### src/hdl/clr_pkg.sv
// ============================================================================
// clr_pkg - shared types and constants of the clipped line rasteriser
// Command, job and pixel transaction types and the stepper state encoding.
// ============================================================================
package clr_pkg;

    localparam int COORD_BITS = 12;
    localparam int PIX_BITS   = 6;
    localparam int COLOR_BITS = 32;

    typedef struct packed {
        logic signed [COORD_BITS-1:0] start_row;
        logic signed [COORD_BITS-1:0] start_col;
        logic signed [COORD_BITS-1:0] end_row;
        logic signed [COORD_BITS-1:0] end_col;
        logic [COLOR_BITS-1:0]        line_color;
    } t_cmd;

    typedef struct packed {
        logic [PIX_BITS-1:0]   pixel_col;
        logic [PIX_BITS-1:0]   pixel_row;
        logic [COLOR_BITS-1:0] pixel_color;
        logic                  is_last;
    } t_pixel;

    typedef struct packed {
        logic                         steep;
        logic                         step_neg;
        logic signed [COORD_BITS-1:0] maj0;
        logic signed [COORD_BITS-1:0] maj1;
        logic signed [COORD_BITS-1:0] min0;
        logic [COORD_BITS-1:0]        dmaj;
        logic [COORD_BITS-1:0]        dmin;
        logic [COLOR_BITS-1:0]        color;
    } t_job;

    typedef enum logic [1:0] {
        ST_IDLE,
        ST_RUN,
        ST_FLUSH
    } t_back_state;

endpackage

### src/hdl/clr_front.sv
// ============================================================================
// clr_front - line command classifier
// Pick the major axis, order the endpoints and form the extents of a line.
// ============================================================================
module clr_front import clr_pkg::*; (
    input  logic i_clk,
    input  logic i_rst_n,
    input  logic i_in_valid,
    input  t_cmd i_cmd,
    output logic o_in_stall,
    output logic o_job_valid,
    output t_job o_job,
    input  logic i_job_stall
);

    logic signed [COORD_BITS:0] d_row;
    logic signed [COORD_BITS:0] d_col;
    logic signed [COORD_BITS:0] m_row;
    logic signed [COORD_BITS:0] m_col;
    logic [COORD_BITS-1:0]      a_row;
    logic [COORD_BITS-1:0]      a_col;
    logic                       steep;
    logic                       swap;
    logic                       min_neg;
    t_job                       job;
    logic                       r_job_valid;
    t_job                       r_job;

    always_comb begin
        d_row = (COORD_BITS+1)'(i_cmd.end_row) - (COORD_BITS+1)'(i_cmd.start_row);
        d_col = (COORD_BITS+1)'(i_cmd.end_col) - (COORD_BITS+1)'(i_cmd.start_col);
        m_row = d_row[COORD_BITS] ? -d_row : d_row;
        m_col = d_col[COORD_BITS] ? -d_col : d_col;
        a_row = m_row[COORD_BITS-1:0];
        a_col = m_col[COORD_BITS-1:0];
        steep   = a_row > a_col;
        swap    = steep ? d_row[COORD_BITS] : d_col[COORD_BITS];
        min_neg = steep ? d_col[COORD_BITS] : d_row[COORD_BITS];

        job.steep    = steep;
        job.step_neg = min_neg ^ swap;
        job.dmaj     = steep ? a_row : a_col;
        job.dmin     = steep ? a_col : a_row;
        job.color    = i_cmd.line_color;
        if (steep) begin
            job.maj0 = swap ? i_cmd.end_row   : i_cmd.start_row;
            job.maj1 = swap ? i_cmd.start_row : i_cmd.end_row;
            job.min0 = swap ? i_cmd.end_col   : i_cmd.start_col;
        end else begin
            job.maj0 = swap ? i_cmd.end_col   : i_cmd.start_col;
            job.maj1 = swap ? i_cmd.start_col : i_cmd.end_col;
            job.min0 = swap ? i_cmd.end_row   : i_cmd.start_row;
        end
    end

    assign o_in_stall = r_job_valid && i_job_stall;

    always_ff @(posedge i_clk) begin
        if (!i_rst_n) begin
            r_job_valid <= 1'b0;
        end else if (!o_in_stall) begin
            r_job_valid <= i_in_valid;
        end
    end

    always_ff @(posedge i_clk) begin
        if (!o_in_stall && i_in_valid) begin
            r_job <= job;
        end
    end

    assign o_job_valid = r_job_valid;
    assign o_job       = r_job;

endmodule

### src/hdl/clr_queue.sv
// ============================================================================
// clr_queue - two-entry job queue
// Decouple the classifier from the stepper so that each stalls on its own.
// ============================================================================
module clr_queue import clr_pkg::*; (
    input  logic i_clk,
    input  logic i_rst_n,
    input  logic i_push_valid,
    input  t_job i_push_job,
    output logic o_push_stall,
    output logic o_pop_valid,
    output t_job o_pop_job,
    input  logic i_pop
);

    t_job       r_mem [2];
    logic       r_wr_ptr;
    logic       r_rd_ptr;
    logic [1:0] r_count;
    logic       push;
    logic       pop;

    assign o_push_stall = r_count == 2'd2;
    assign o_pop_valid  = r_count != 2'd0;
    assign o_pop_job    = r_mem[r_rd_ptr];
    assign push         = i_push_valid && !o_push_stall;
    assign pop          = i_pop && o_pop_valid;

    always_ff @(posedge i_clk) begin
        if (!i_rst_n) begin
            r_wr_ptr <= 1'b0;
            r_rd_ptr <= 1'b0;
            r_count  <= 2'd0;
        end else begin
            if (push) begin
                r_wr_ptr <= !r_wr_ptr;
            end
            if (pop) begin
                r_rd_ptr <= !r_rd_ptr;
            end
            if (push && !pop) begin
                r_count <= r_count + 2'd1;
            end else if (pop && !push) begin
                r_count <= r_count - 2'd1;
            end
        end
    end

    always_ff @(posedge i_clk) begin
        if (push) begin
            r_mem[r_wr_ptr] <= i_push_job;
        end
    end

endmodule

### src/hdl/clr_back.sv
// ============================================================================
// clr_back - line stepper
// Step along the major axis one pixel a cycle unless stalled, drop off-screen
// pixels and mark the last kept pixel through a one-pixel hold register.
// ============================================================================
module clr_back import clr_pkg::*; #(
    parameter int SCREEN_WIDTH  = 64,
    parameter int SCREEN_HEIGHT = 64
) (
    input  logic   i_clk,
    input  logic   i_rst_n,
    input  logic   i_job_valid,
    input  t_job   i_job,
    output logic   o_pop,
    output logic   o_out_valid,
    output t_pixel o_pixel,
    input  logic   i_out_stall
);

    localparam logic signed [COORD_BITS-1:0] ROW_LIM = COORD_BITS'(SCREEN_HEIGHT);
    localparam logic signed [COORD_BITS-1:0] COL_LIM = COORD_BITS'(SCREEN_WIDTH);
    localparam logic signed [COORD_BITS-1:0] ROW_MAX = COORD_BITS'(SCREEN_HEIGHT - 1);
    localparam logic signed [COORD_BITS-1:0] COL_MAX = COORD_BITS'(SCREEN_WIDTH - 1);

    t_back_state                  r_state;
    t_back_state                  n_state;
    logic signed [COORD_BITS-1:0] r_mj;
    logic signed [COORD_BITS-1:0] r_mn;
    logic [COORD_BITS:0]          r_err;
    t_job                         r_job;
    logic                         r_pend_valid;
    t_pixel                       r_pend;
    logic                         r_out_valid;
    t_pixel                       r_out;

    logic signed [COORD_BITS-1:0] row;
    logic signed [COORD_BITS-1:0] col;
    logic                         inb;
    logic                         at_end;
    logic [COORD_BITS:0]          err_sum;
    logic                         minor_move;
    logic                         out_free;
    logic                         load;
    logic                         run_go;
    logic                         push_run;
    logic                         push_last;

    always_comb begin
        row = r_job.steep ? r_mj : r_mn;
        col = r_job.steep ? r_mn : r_mj;
        inb = (row >= 0) && (row < ROW_LIM) && (col >= 0) && (col < COL_LIM);
        at_end = (r_mj == r_job.maj1) ||
                 (r_mj >= (r_job.steep ? ROW_MAX : COL_MAX));
        err_sum    = r_err + {1'b0, r_job.dmin};
        minor_move = err_sum > {1'b0, r_job.dmaj};
        out_free   = !r_out_valid || !i_out_stall;
    end

    always_comb begin
        n_state = r_state;
        case (r_state)
            ST_IDLE: begin
                if (i_job_valid) begin
                    n_state = ST_RUN;
                end
            end
            ST_RUN: begin
                if (run_go && at_end) begin
                    n_state = ST_FLUSH;
                end
            end
            ST_FLUSH: begin
                if (!r_pend_valid || out_free) begin
                    n_state = ST_IDLE;
                end
            end
            default: n_state = ST_IDLE;
        endcase
    end

    always_comb begin
        load      = 1'b0;
        run_go    = 1'b0;
        push_run  = 1'b0;
        push_last = 1'b0;
        case (r_state)
            ST_IDLE: begin
                load = i_job_valid;
            end
            ST_RUN: begin
                run_go   = out_free || !(inb && r_pend_valid);
                push_run = run_go && inb && r_pend_valid;
            end
            ST_FLUSH: begin
                push_last = r_pend_valid && out_free;
            end
            default: begin
                load = 1'b0;
            end
        endcase
    end

    assign o_pop = load;

    always_ff @(posedge i_clk) begin
        if (!i_rst_n) begin
            r_state      <= ST_IDLE;
            r_pend_valid <= 1'b0;
            r_out_valid  <= 1'b0;
        end else begin
            r_state <= n_state;
            if (run_go && inb) begin
                r_pend_valid <= 1'b1;
            end else if (push_last) begin
                r_pend_valid <= 1'b0;
            end
            if (push_run || push_last) begin
                r_out_valid <= 1'b1;
            end else if (!i_out_stall) begin
                r_out_valid <= 1'b0;
            end
        end
    end

    always_ff @(posedge i_clk) begin
        if (load) begin
            r_job <= i_job;
            r_mj  <= i_job.maj0;
            r_mn  <= i_job.min0;
            r_err <= {2'b00, i_job.dmaj[COORD_BITS-1:1]};
        end else if (run_go) begin
            r_mj <= r_mj + COORD_BITS'(1);
            if (minor_move) begin
                r_err <= err_sum - {1'b0, r_job.dmaj};
                r_mn  <= r_job.step_neg ? r_mn - COORD_BITS'(1) : r_mn + COORD_BITS'(1);
            end else begin
                r_err <= err_sum;
            end
        end
        if (run_go && inb) begin
            r_pend.pixel_col   <= col[PIX_BITS-1:0];
            r_pend.pixel_row   <= row[PIX_BITS-1:0];
            r_pend.pixel_color <= r_job.color;
            r_pend.is_last     <= 1'b0;
        end
        if (push_run) begin
            r_out <= r_pend;
        end else if (push_last) begin
            r_out <= '{pixel_col:   r_pend.pixel_col,
                       pixel_row:   r_pend.pixel_row,
                       pixel_color: r_pend.pixel_color,
                       is_last:     1'b1};
        end
    end

    assign o_out_valid = r_out_valid;
    assign o_pixel     = r_out;

endmodule

### src/hdl/clipped_line_rasterizer.sv
// ============================================================================
// clipped_line_rasterizer - clipped line drawing engine
// Turns line commands into the on-screen pixels of each line.
// ============================================================================
// Input channel: i_in_valid / i_cmd / o_in_stall carries one line command per
// transaction (two signed endpoints and a colour). Output channel:
// o_out_valid / o_pixel / i_out_stall carries one on-screen pixel per
// transaction, in stepping order, with is_last set on the final one. A line
// that lies wholly off screen gives no pixel transactions.
// A command is registered by the classifier and queued (two entries). The
// stepper takes one job at a time and visits one major-axis position per
// cycle unless the output stalls, from the lower major endpoint to the upper
// one, stopping early at the last major coordinate on the screen. Each pixel
// is held one step so that the last one can be marked. After reset both
// channels are empty. A stall on the output holds the stepper, then the
// queue, then the input.
// ============================================================================
module clipped_line_rasterizer import clr_pkg::*; #(
    parameter int SCREEN_WIDTH  = 64,
    parameter int SCREEN_HEIGHT = 64
) (
    input  logic   i_clk,
    input  logic   i_rst_n,
    input  logic   i_in_valid,
    input  t_cmd   i_cmd,
    output logic   o_in_stall,
    output logic   o_out_valid,
    output t_pixel o_pixel,
    input  logic   i_out_stall
);

    logic f_valid;
    t_job f_job;
    logic f_stall;
    logic q_valid;
    t_job q_job;
    logic q_pop;

    clr_front u_front (
        .i_clk       (i_clk),
        .i_rst_n     (i_rst_n),
        .i_in_valid  (i_in_valid),
        .i_cmd       (i_cmd),
        .o_in_stall  (o_in_stall),
        .o_job_valid (f_valid),
        .o_job       (f_job),
        .i_job_stall (f_stall)
    );

    clr_queue u_queue (
        .i_clk        (i_clk),
        .i_rst_n      (i_rst_n),
        .i_push_valid (f_valid),
        .i_push_job   (f_job),
        .o_push_stall (f_stall),
        .o_pop_valid  (q_valid),
        .o_pop_job    (q_job),
        .i_pop        (q_pop)
    );

    clr_back #(
        .SCREEN_WIDTH  (SCREEN_WIDTH),
        .SCREEN_HEIGHT (SCREEN_HEIGHT)
    ) u_back (
        .i_clk       (i_clk),
        .i_rst_n     (i_rst_n),
        .i_job_valid (q_valid),
        .i_job       (q_job),
        .o_pop       (q_pop),
        .o_out_valid (o_out_valid),
        .o_pixel     (o_pixel),
        .i_out_stall (i_out_stall)
    );

endmodule

### config.mk
export PLATFORM = sky130hd
export DESIGN_NAME = clipped_line_rasterizer
export DESIGN_NICKNAME = d
export VERILOG_FILES = /design/src/hdl/clr_pkg.sv /design/src/hdl/clr_front.sv /design/src/hdl/clr_queue.sv /design/src/hdl/clr_back.sv /design/src/hdl/clipped_line_rasterizer.sv
export SDC_FILE = /design/constraint.sdc
export NUM_CORES = 1
export LEC_CHECK = 0
export ABC_AREA = 0
export BUFFER_PORTS_ARGS = -buffer_cell sky130_fd_sc_hd__buf_2
export CORE_MARGIN = 2
export CORE_UTILIZATION = 50
export CTS_CLUSTER_DIAMETER = 30
export DETAILED_ROUTE_END_ITERATION = 16
export PLACE_DENSITY = 0.74
export SLEW_MARGIN = 20
export SYNTH_ARGS = -nofsm -noshare
export SYNTH_HDL_FRONTEND = slang
export SYNTH_SLANG_ARGS = --single-unit
### constraint.sdc
create_clock -name i_clk -period 5.4 [get_ports i_clk]
set_input_delay 0.27 -clock i_clk [delete_from_list [all_inputs] [get_ports i_clk]]
set_output_delay 0.27 -clock i_clk [all_outputs]
set_load 0.01 [all_outputs]
==> results of run 1 <==
==> worst reg2reg max path: stages, from the launching register on <==
cell      delay [ns]
edfxtp_1        0.37
ha_1            0.25
fa_1            0.44
a211o_1         0.28
o211ai_1        0.12
a21oi_1         0.15
a211oi_1        0.39
xnor2_1         0.19
ha_1            0.32
and3_1          0.23
a221oi_1        0.33
a21oi_1         0.17
nor2_1          0.25
buf_4           0.30
mux2i_1         0.28
a21oi_1         0.10
==> power groups by stage <==
stage	combinational, mW	sequential [mW]	clock (mW)
2_1_floorplan	4.68	5.95	0
3_3_place_gp	5.79	6.16	0
3_5_place_dp	5.98	6.20	0
4_1_cts	6.06	6.14	5.40
5_1_grt	6.73	6.23	5.59
6_report	6.07	6.15	5.33
==> path summary, 6_finish.rpt <==
check	startpoint	slack, ns	to	cells after the start
worst max-delay path	i_cmd[44]	0.67	u_front.o_job[64]$_DFFE_PP_	23
worst min-delay path	i_out_stall	0.05	u_back.o_pixel[0]$_SDFFCE_PP0P_	3
worst max register to register	u_back.r_job[32]$_DFFE_PP_	0.94	u_back.r_err[8]$_DFFE_PP_	15
worst min register to register	u_back.r_pend[29]$_DFFE_PP_	0.41	u_back.o_pixel[29]$_DFFE_PP_	0
==> cells in the mapped netlist, drive strengths merged (3+ instances only) <==
| library cell | count |
|---|---|
| a31o | 3 |
| nand2 | 44 |
| xnor2 | 51 |
| a41oi | 3 |
| o211ai | 8 |
| a31oi | 6 |
| a21o | 16 |
| a21oi | 74 |
| and2 | 9 |
| o21ai | 53 |
| nor4 | 4 |
| a211oi | 26 |
| or3 | 9 |
| mux2 | 81 |
| nor2b | 20 |
| o31a | 4 |
| nand4 | 9 |
| inv | 70 |
| o31ai | 11 |
| and3 | 11 |
| mux2i | 107 |
| xor2 | 31 |
| buf | 6 |
| ha | 74 |
| nor2 | 76 |
| edfxtp | 476 |
| o21a | 14 |
| fa | 5 |
| clkbuf | 31 |
| nand3 | 14 |
| nor3 | 14 |
| a21boi | 5 |
| a211o | 5 |
| dfxtp | 12 |
| nand2b | 13 |
==> routing by layer <==
| layer | GRT usage [%] | wire length (um) |
|---|---|---|
| met1 | 27.1 | 19300 |
| met2 | 32.3 | 21400 |
| met3 | 3.52 | 2510 |
| met4 | 8.14 | 1170 |
| met5 | 0 | 0 |
==> logic make-up (layout without fill, tap and decap cells) <==
family,Yosys count,count (layout),synth area share (%)
buffers and inverters,108,415,1.99
adders and majority gates,79,79,4.78
DFF,488,488,67.8
AOI/OAI and AO/OA,243,243,7.33
and+or+nand+nor,237,237,5.48
xor gates and xnor gates,82,82,3.35
muxes,188,188,9.30
==> stage by stage <==
stage          hold WS [ns]  cell area (um^2)  power, mW  cells  utilization, %
2_1_floorplan         0.369             21400       10.6   1425               -
3_3_place_gp          0.401             22800       12.0   2075            54.2
3_5_place_dp          0.405             22800       12.2   2075            54.2
4_1_cts             0.00948             26100       17.6   2271            62.0
5_1_grt              0.0707             26100       18.5   2271            62.0
6_report             0.0519             26100       17.5   2271            62.0
==> final cells by class <==
class | instances | share of cell area (%)
well taps | 539 | 2.58
multi-input cells | 829 | 25.0
repair buffers | 183 | 4.49
clock buffers | 92 | 8.32
flip-flops and latches | 488 | 55.6
inverters | 71 | 1.02
clock inverters | 69 | 2.93
==> state kept, by name (all words and copies together), names as in the netlist, 2 cells and up, named ones only <==
register and flops:
u_back.r_err 13, u_queue.r_mem 188, u_back.r_state 2, u_back.r_mn 12, u_back.r_job 70, u_back.o_pixel 45, u_back.r_pend 44, u_queue.r_count 2
u_back.r_mj 12, u_front.o_job 94
==> results.ini, run 1 <==
[place]
place.gp.congestion=0.888
hpwlAfterDp_um=28800
dp_slack_ns=0.178
numPortBuffers=130

[sta]
setup-tns-final_ns=0
grt_setup_unrepaired=no
worst_pin_slew_ns=0.981
skew_ns=0.0426
layout_setup_ws_ns=0.672
relSlewSlack_pct=34.4
fmax_ghz=0.211
finalSetupViolCount=0
period_needed_ns=4.73
min_period_over_period_pct=87.6
slew_violations=0
finalHoldViolCount=0

[clocking]
cts_htree_levels=3
cts.clk_slew.worst_paths_ns=0.05
ctsResizeCount=0
postCtsSetupBuffers=0
cts_tree=built
clkSinkCount=488
clk_latency_ns=0.60
clock_path_buffers=3
cts_buffers=86
clock-root-buffer=clkbuf_16
cts-hold-fix-buffers=35

[grt]
gr-total-overflow=0
grt_pass1_vias=12800
grt.total_usage_pct=20.0
grt_pass1_wl_um=68700
grt_start_max_net_pins=71
antenna_found_initial=0

[synth]
yosys.cell_types.count=68
synth_area_leader_cell=edfxtp_1
yosys-top-cells-area=edfxtp_1 (67%), mux2i_1 (4.9%), ha_1 (4.3%)
yosysWarnings=0
syn_area_mm2=0.0214
avgSynthCellArea_um2=15.1
synth_edf_count=476
synth_top_area_share_pct=66.6
yosysSeqAreaShare_pct=67.8
syn_nets=1588
synth_seq_cells=488
synthesis.instances=1425
async_reset_ff_share_pct=0
synthFlopType=edfxtp_1

[detailed_routing]
viasPerCell=5.54
first_pass_iters=5
vias=12600
drt_wl_total_um=44300
wl_per_cell_um=19.5
drt_iter0_markers=931
drc=0
drtAntennaViolNets=0

[finish]
register_area_mm2=0.0145
final_nets=1822
multi_input_area_mm2=0.00654
final_cell_mix=edfxtp_1 (476), buf_2 (130), mux2i_1 (106), clkbuf_16 (86), mux2_2 (81)
fill_cells=3007
drive_above_1_share_pct=23.3
mostFrequentLayoutCell=edfxtp_1
syn2layout_area_growth_pct=21.8
n_antenna_cell=0

[floorplanning]
die_y_um=211
dieArea_mm2=0.0446
fp-row-count=75
coreArea_mm2=0.0421
boundaryPins=131
initial_core_util_pct=50.9
die_x_um=211

[power_and_ir_drop]
power.leakage_nw=9.80
power.switching_mw=5.98
power.internal_mw=11.6
switching_share_pct=34.1
power_density_mw_per_mm2=671
clock_power_share_pct=30.4
seqPwrFrac_pct=35.0
peakVddDrop_mv=0.376
combPwrFrac_pct=34.6

[critical_path]
required_ns=5.73
crit_arrival_ns=5.06
start_kind=primary input
path_class=primary input to flop
critPathMaxStageDelay_ns=0.42
cp_slowest_cell=fa_1
critPathBufInv=5
critPathMaxFanout=24
worstPathCellList=buf_2 > inv_1 > ha_1 > inv_1 > fa_1 > a211oi_1 > o211ai_1 > a31o_2 > a21oi_1 > xor2_1 > a41oi_1 > xnor2_1 > xnor2_1 > inv_1 > ha_1 > nand4_1 > nor3_1 > a21oi_1 > nand2_2 > mux2i_4 > buf_12 > mux2i_1 > mux2i_1
crit_top_cell=inv_1
cp_top_family=compound AO/OA/AOI/OAI gates
end_kind=flop

[run]
maxCapViolations=0

[min_path]
hold_path_class=primary input to flop

[outcome]
outcome=complete, no violations

(Power assumes the default switching activity.)
==> run 2: changes to the inputs <==
--- a/config.mk
+++ b/config.mk
@@ -7,6 +7,7 @@
 export LEC_CHECK = 0
 export ABC_AREA = 0
 export BUFFER_PORTS_ARGS = -buffer_cell sky130_fd_sc_hd__buf_2
+export CORE_ASPECT_RATIO = 1.1
 export CORE_MARGIN = 2
 export CORE_UTILIZATION = 50
 export CTS_CLUSTER_DIAMETER = 30
==> results.ini, run 2 (synthesis results as in run 1) <==
[finish]
drive_above_1_share_pct=22.8  ; -0.55 points
regMostFlops=u_queue.r_mem
final_nets=1814  ; -0.44%
largest_register_ff_count=188  ; unchanged
syn2layout_area_growth_pct=21.4
final_cell_mix=edfxtp_1 (476), buf_2 (130), mux2i_1 (106), mux2_2 (81), clkbuf_16 (80)
mostFrequentLayoutCell=edfxtp_1
finalNonFillerCells=2284  ; +0.57%
n_antenna_cell=0  ; unchanged

[grt]
grt_start_max_net_pins=74  ; +4.2%
grt_pass1_vias=13000  ; +1.8%
gr-total-overflow=0  ; unchanged
grt_pass1_wl_um=69800  ; +1.5%
grt.total_usage_pct=20.2  ; +0.14 points
antenna_found_initial=0  ; unchanged

[detailed_routing]
drt_iter0_markers=748  ; -20%
drc=0  ; unchanged
first_pass_iters=5  ; unchanged
viasPerCell=5.51  ; -0.47%
vias=12600  ; +0.10%
drt_wl_total_um=44700  ; +0.73%
wl_per_cell_um=19.6  ; +0.16%
drtAntennaViolNets=0  ; unchanged

[power_and_ir_drop]
power.leakage_nw=9.73  ; -0.66%
power_density_mw_per_mm2=666  ; -0.79%
finalPower_mw=17.3  ; -1.2%
peakVddDrop_mv=0.323  ; -14%

[critical_path]
end_kind=flop
required_ns=5.74  ; about the same
critPathMaxFanout=24  ; unchanged
cp_slowest_cell=or3b_2
start_kind=primary input
path_class=primary input to flop
worstPathCellList=buf_2 > inv_1 > ha_1 > nor2b_1 > o21ai_0 > or3b_2 > a211oi_1 > nand4b_1 > nor2b_1 > xnor2_1 > ha_1 > a21o_1 > a21o_1 > a21oi_1 > o211ai_1 > nand2_2 > mux2i_4 > buf_12 > mux2i_1 > mux2i_1
critPathMaxStageDelay_ns=0.52  ; +0.10 ns
crit_arrival_ns=4.99  ; -0.07 ns

[floorplanning]
boundaryPins=131  ; unchanged
initial_core_util_pct=50.7  ; -0.21 points
dieArea_mm2=0.0446  ; about the same
die_y_um=221  ; +4.8%
coreArea_mm2=0.0423  ; +0.41%
fp-row-count=79  ; +5.3%
die_x_um=201  ; -4.6%

[clocking]
clock_path_buffers=3  ; unchanged
postCtsSetupBuffers=0  ; unchanged
cts.clk_slew.worst_paths_ns=0.05  ; about the same
cts_buffers=79  ; -8.1%
cts_tree=built
cts_htree_levels=3  ; unchanged
clock-root-buffer=clkbuf_16
clk_latency_ns=0.61  ; about the same
clkSinkCount=488  ; unchanged

[sta]
fmax_ghz=0.215  ; +1.7%
slew_violations=0  ; unchanged
worst_pin_slew_ns=1.05  ; +0.0659 ns
finalHoldViolCount=0  ; unchanged
relSlewSlack_pct=30.2  ; -4.2 points
grt_setup_unrepaired=no
setup-tns-final_ns=0  ; unchanged
skew_ns=0.0402  ; -0.00239 ns
finalSetupViolCount=0  ; unchanged
min_period_over_period_pct=86.1  ; -1.4 points
period_needed_ns=4.65  ; -0.0777 ns

[min_path]
hold_path_class=primary input to flop

[run]
maxCapViolations=0  ; unchanged

[place]
numPortBuffers=130  ; unchanged
dp_cells=2101  ; +1.3%
hpwlAfterDp_um=28800  ; about the same
place.gp.congestion=0.913  ; +2.7%

[outcome]
outcome=complete, no violations

-- run 2: area by class of cell --
| cell class | instances | area [um^2] |
|---|---|---|
| inverters | 71 | 268 |
| multi-input cells | 829 | 6540 |
| flip-flops and latches | 488 | 14500 |
| well taps | 567 | 709 |
| clock inverters | 64 | 776 |
| clock buffers | 83 | 2010 |
| fillers | 3060 | 16300 |
| repair buffers | 182 | 1190 |
-- run 2: critical path, delay by kind of cell --
kind                       cells  cell delay [ns]
adders and majority gates      2             0.65
buffers and inverters          3             0.41
and+or+nand+nor                5             1.25
xor gates and xnor gates       1             0.36
muxes                          3             0.68
AOI/OAI and AO/OA              6             1.33
-- run 2: power breakdown --
group / switching (mW) / leakage [nW] / internal (mW)
Combinational: 3.43 / 3.85 / 2.62
Clock: 1.93 / 1.35 / 3.20
Sequential: 0.550 / 4.53 / 5.61
Total: 5.91 / 9.73 / 11.4
-- run 2: path summary, 6_finish.rpt --
| check | start | end | slack (ns) | depth (start not counted) |
|---|---|---|---|---|
| hold / removal | i_cmd[69] | u_front.o_job[57]$_DFFE_PP_ | 0.09 | 3 |
| setup / recovery | i_cmd[58] | u_front.o_job[61]$_DFFE_PP_ | 0.75 | 20 |
| hold reg to reg | u_back.r_pend[2]$_DFFE_PP_ | u_back.o_pixel[2]$_DFFE_PP_ | 0.41 | 0 |
| setup reg to reg | u_back.r_job[32]$_DFFE_PP_ | u_back.r_err[0]$_DFFE_PP_ | 0.96 | 15 |
-- run 2: metal layers --
layer  up-vias  GRT usage [%]  share of wire, %
li1       5910              -                 -
met5         -              0                 0
met4         0           8.33               2.8
met3        80           3.65               5.6
met2       404           35.1                50
met1      6200           24.9                41
-- run 2: through the flow --
step / setup WS, ns / cell area (um^2) / hold WS, ns / utilization (%)
2_1_floorplan: 0.0582 / 21400 / 0.369 / -
3_3_place_gp: 0.282 / 22900 / 0.401 / 54.0
3_5_place_dp: 0.174 / 22900 / 0.405 / 54.0
4_1_cts: 0.806 / 26000 / 0.0463 / 61.4
5_1_grt: 0.325 / 26000 / 0.0951 / 61.5
6_report: 0.749 / 26000 / 0.0886 / 61.5
-- run 2: timing repair --
action                     in CTS  in global routing
hold endpoints to repair       36                  0
hold buffers                   35                  0
setup endpoints to repair       0                  0
gates resized for setup         0                  0
==> run 3: changes to the inputs <==
--- a/config.mk
+++ b/config.mk
@@ -12,7 +12,7 @@
 export CORE_UTILIZATION = 50
 export CTS_CLUSTER_DIAMETER = 30
 export DETAILED_ROUTE_END_ITERATION = 16
-export PLACE_DENSITY = 0.74
+export PLACE_DENSITY_LB_ADDON = 0.1
 export SLEW_MARGIN = 20
 export SYNTH_ARGS = -nofsm -noshare
 export SYNTH_HDL_FRONTEND = slang
==> constraint.sdc (replaced) <==
create_clock -name i_clk -period 3.9 [get_ports i_clk]
set_input_delay 0.195 -clock i_clk [delete_from_list [all_inputs] [get_ports i_clk]]
set_output_delay 0.195 -clock i_clk [all_outputs]
set_load 0.01 [all_outputs]
==> results.ini, run 3 (synthesis results as in run 1) <==
[sta]
min_period_over_period_pct=101
layout_setup_ws_ns=-0.0582  ; -0.807 ns
relSlewSlack_pct=39.5  ; +9.4 points
grt_setup_unrepaired=yes
skew_ns=0.0528  ; +0.0126 ns
worst_pin_slew_ns=0.905  ; -0.142 ns
period_needed_ns=3.96
setup-tns-final_ns=-0.700  ; -0.700 ns
whs_ns=0.0480  ; -0.0406 ns
finalSetupViolCount=23  ; +23
slew_violations=0  ; unchanged
fmax_ghz=0.253
finalHoldViolCount=0  ; unchanged

[clocking]
cts_htree_levels=3  ; unchanged
clkSinkCount=488  ; unchanged
cts_tree=built
clock-root-buffer=clkbuf_16
cts.clk_slew.worst_paths_ns=0.05  ; about the same
clock_path_buffers=3  ; unchanged
clk_latency_ns=0.64  ; +0.03 ns
cts_buffers=87  ; +10%

[detailed_routing]
wl_per_cell_um=18.8  ; -3.9%
first_pass_iters=5  ; unchanged
drt_wl_total_um=47100  ; +5.4%
drc=0  ; unchanged
drtAntennaViolNets=0  ; unchanged
viasPerCell=5.25  ; -4.8%
drt_iter0_markers=688  ; -8.0%
vias=13100  ; +4.3%

[place]
place.gp.congestion=0.924  ; +1.3%
hpwlAfterDp_um=30500  ; +5.9%
placed_area_mm2=0.0242  ; +6.1%
numPortBuffers=130  ; unchanged

[power_and_ir_drop]
clock_power_share_pct=28.1  ; -1.5 points
switching_share_pct=33.4  ; -0.72 points
peakVddDrop_mv=0.675  ; +110%
power.internal_mw=18.5  ; +62%
power.switching_mw=9.26  ; +57%
finalPower_mw=27.7  ; +60%
combPwrFrac_pct=41.2  ; +6.3 points
power.leakage_nw=11.0  ; +13%
seqPwrFrac_pct=30.7  ; -4.8 points
power_density_mw_per_mm2=961  ; +44%

[grt]
gr-total-overflow=0  ; unchanged
grt_pass1_wl_um=73400  ; +5.2%
grt_pass1_vias=13900  ; +6.9%
antenna_found_initial=0  ; unchanged
grt.total_usage_pct=21.3  ; +1.1 points
grt_start_max_net_pins=84  ; +14%

[critical_path]
cp-startpoint=i_cmd[33]
r2r_slack_ns=0.06  ; -0.90 ns
crit_end=u_front.o_job[86]$_DFFE_PP_
r2r-end=u_back.r_err[8]$_DFFE_PP_
start_kind=primary input
end_kind=flop
required_ns=4.27  ; -1.47 ns
path_class=primary input to flop
critPathMaxFanout=6  ; -75%
crit_arrival_ns=4.33  ; -0.66 ns
reg2reg_from=u_back.r_job[32]$_DFFE_PP_
reg2regPathDepth=18  ; +3

[finish]
final_nets=2025  ; +12%
final_cell_area_mm2=0.0289  ; +11%
fin_util_pct=68.2  ; +6.7 points
n_antenna_cell=0  ; unchanged
syn2layout_area_growth_pct=34.6
regMostFlops=u_queue.r_mem
largest_register_ff_count=188  ; unchanged
final_cell_mix=edfxtp_1 (476), buf_4 (188), buf_2 (127), clkbuf_16 (89), mux2_2 (81)
mostFrequentLayoutCell=edfxtp_1
drive_above_1_share_pct=35.8  ; +13 points

[outcome]
violations=setup timing
outcome=finished, violations left

[floorplanning]
initial_core_util_pct=50.7  ; unchanged
die_x_um=201  ; unchanged
coreArea_mm2=0.0423  ; unchanged
boundaryPins=131  ; unchanged
fp-row-count=79  ; unchanged
die_y_um=221  ; unchanged
dieArea_mm2=0.0446  ; unchanged

[min_path]
hold_path_class=primary input to flop

[run]
maxCapViolations=0  ; unchanged

## run 3: cell types whose count changed in the layout (fill, tap and decap cells not counted), sizes merged
cell / before / now
clkinv: 31 / 40
dlygate4sd3: 35 / 43
clkbuf: 83 / 96
clkinvlp: 6 / 10
bufinv: 8 / 13
inv: 90 / 79
buf: 147 / 339
## run 3: metal layers
layer  GRT usage [%]  vias to the layer above  share of wire, %
li1                -                     6339                 -
met1            27.2                     6430                43
met2            36.1                      286                50
met3            3.74                       84               4.0
met4            8.68                        0               2.8
met5               0                        -                 0
## run 3: per-stage QoR
stage	instances	setup WS, ns
after detailed placement	2258	-0.916
final	2504	-0.0582
after global routing	2504	-0.265
after floorplan	1425	-0.515
after global placement	2258	-0.819
after CTS	2482	-0.0610
## run 3: critical path: stages
cell	delay [ns]
buf_2	0.13
ha_1	0.29
nor2b_1	0.15
o2111a_1	0.24
or4_1	0.53
a22oi_2	0.22
nand4b_1	0.17
nor2b_2	0.20
xnor2_2	0.26
ha_4	0.25
a21o_1	0.17
a21o_1	0.18
a21oi_2	0.15
o211ai_1	0.11
nand2_2	0.13
mux2i_4	0.28
buf_6	0.17
buf_16	0.15
mux2i_2	0.25
mux2i_1	0.10
## run 3: how the worst min path moves through the flow
stage                          from                     endpoint  cells past startpoint
after global routing      i_cmd[71]  u_front.o_job[59]$_DFFE_PP_                      4
after detailed placement  i_cmd[26]  u_front.o_job[26]$_DFFE_PP_                      1
final                     i_cmd[43]  u_front.o_job[91]$_DFFE_PP_                      3
after floorplan            i_cmd[0]   u_front.o_job[0]$_DFFE_PP_                      0
after global placement    i_cmd[29]  u_front.o_job[29]$_DFFE_PP_                      1
after CTS                 i_cmd[43]  u_front.o_job[91]$_DFFE_PP_                      3
## run 3: what timing repair did
action / 4_1_cts / 5_1_grt
hold endpoints to repair: 49 / 0
gates cloned: 4 / 2
resized for setup: 64 / 73
pin swaps: 30 / 39
hold buffers: 43 / 0
setup buffers: 13 / 20
setup endpoints to repair: 67 / 82
## run 3: final cells by class
type	instances	area, um^2
clock inverters	71	940
well taps	567	709
inverters	71	287
fillers	3004	13400
flip-flops and latches	488	14500
multi-input cells	829	7210
clock buffers	93	2200
repair buffers	385	2980
## run 3: power groups by stage
stage | sequential, mW | combinational (mW) | clock, mW
3_3_place_gp | 8.56 | 8.94 | 0
4_1_cts | 8.54 | 10.2 | 7.93
3_5_place_dp | 8.61 | 9.16 | 0
5_1_grt | 8.65 | 12.5 | 8.21
6_report | 8.52 | 11.4 | 7.80
2_1_floorplan | 8.23 | 6.65 | 0
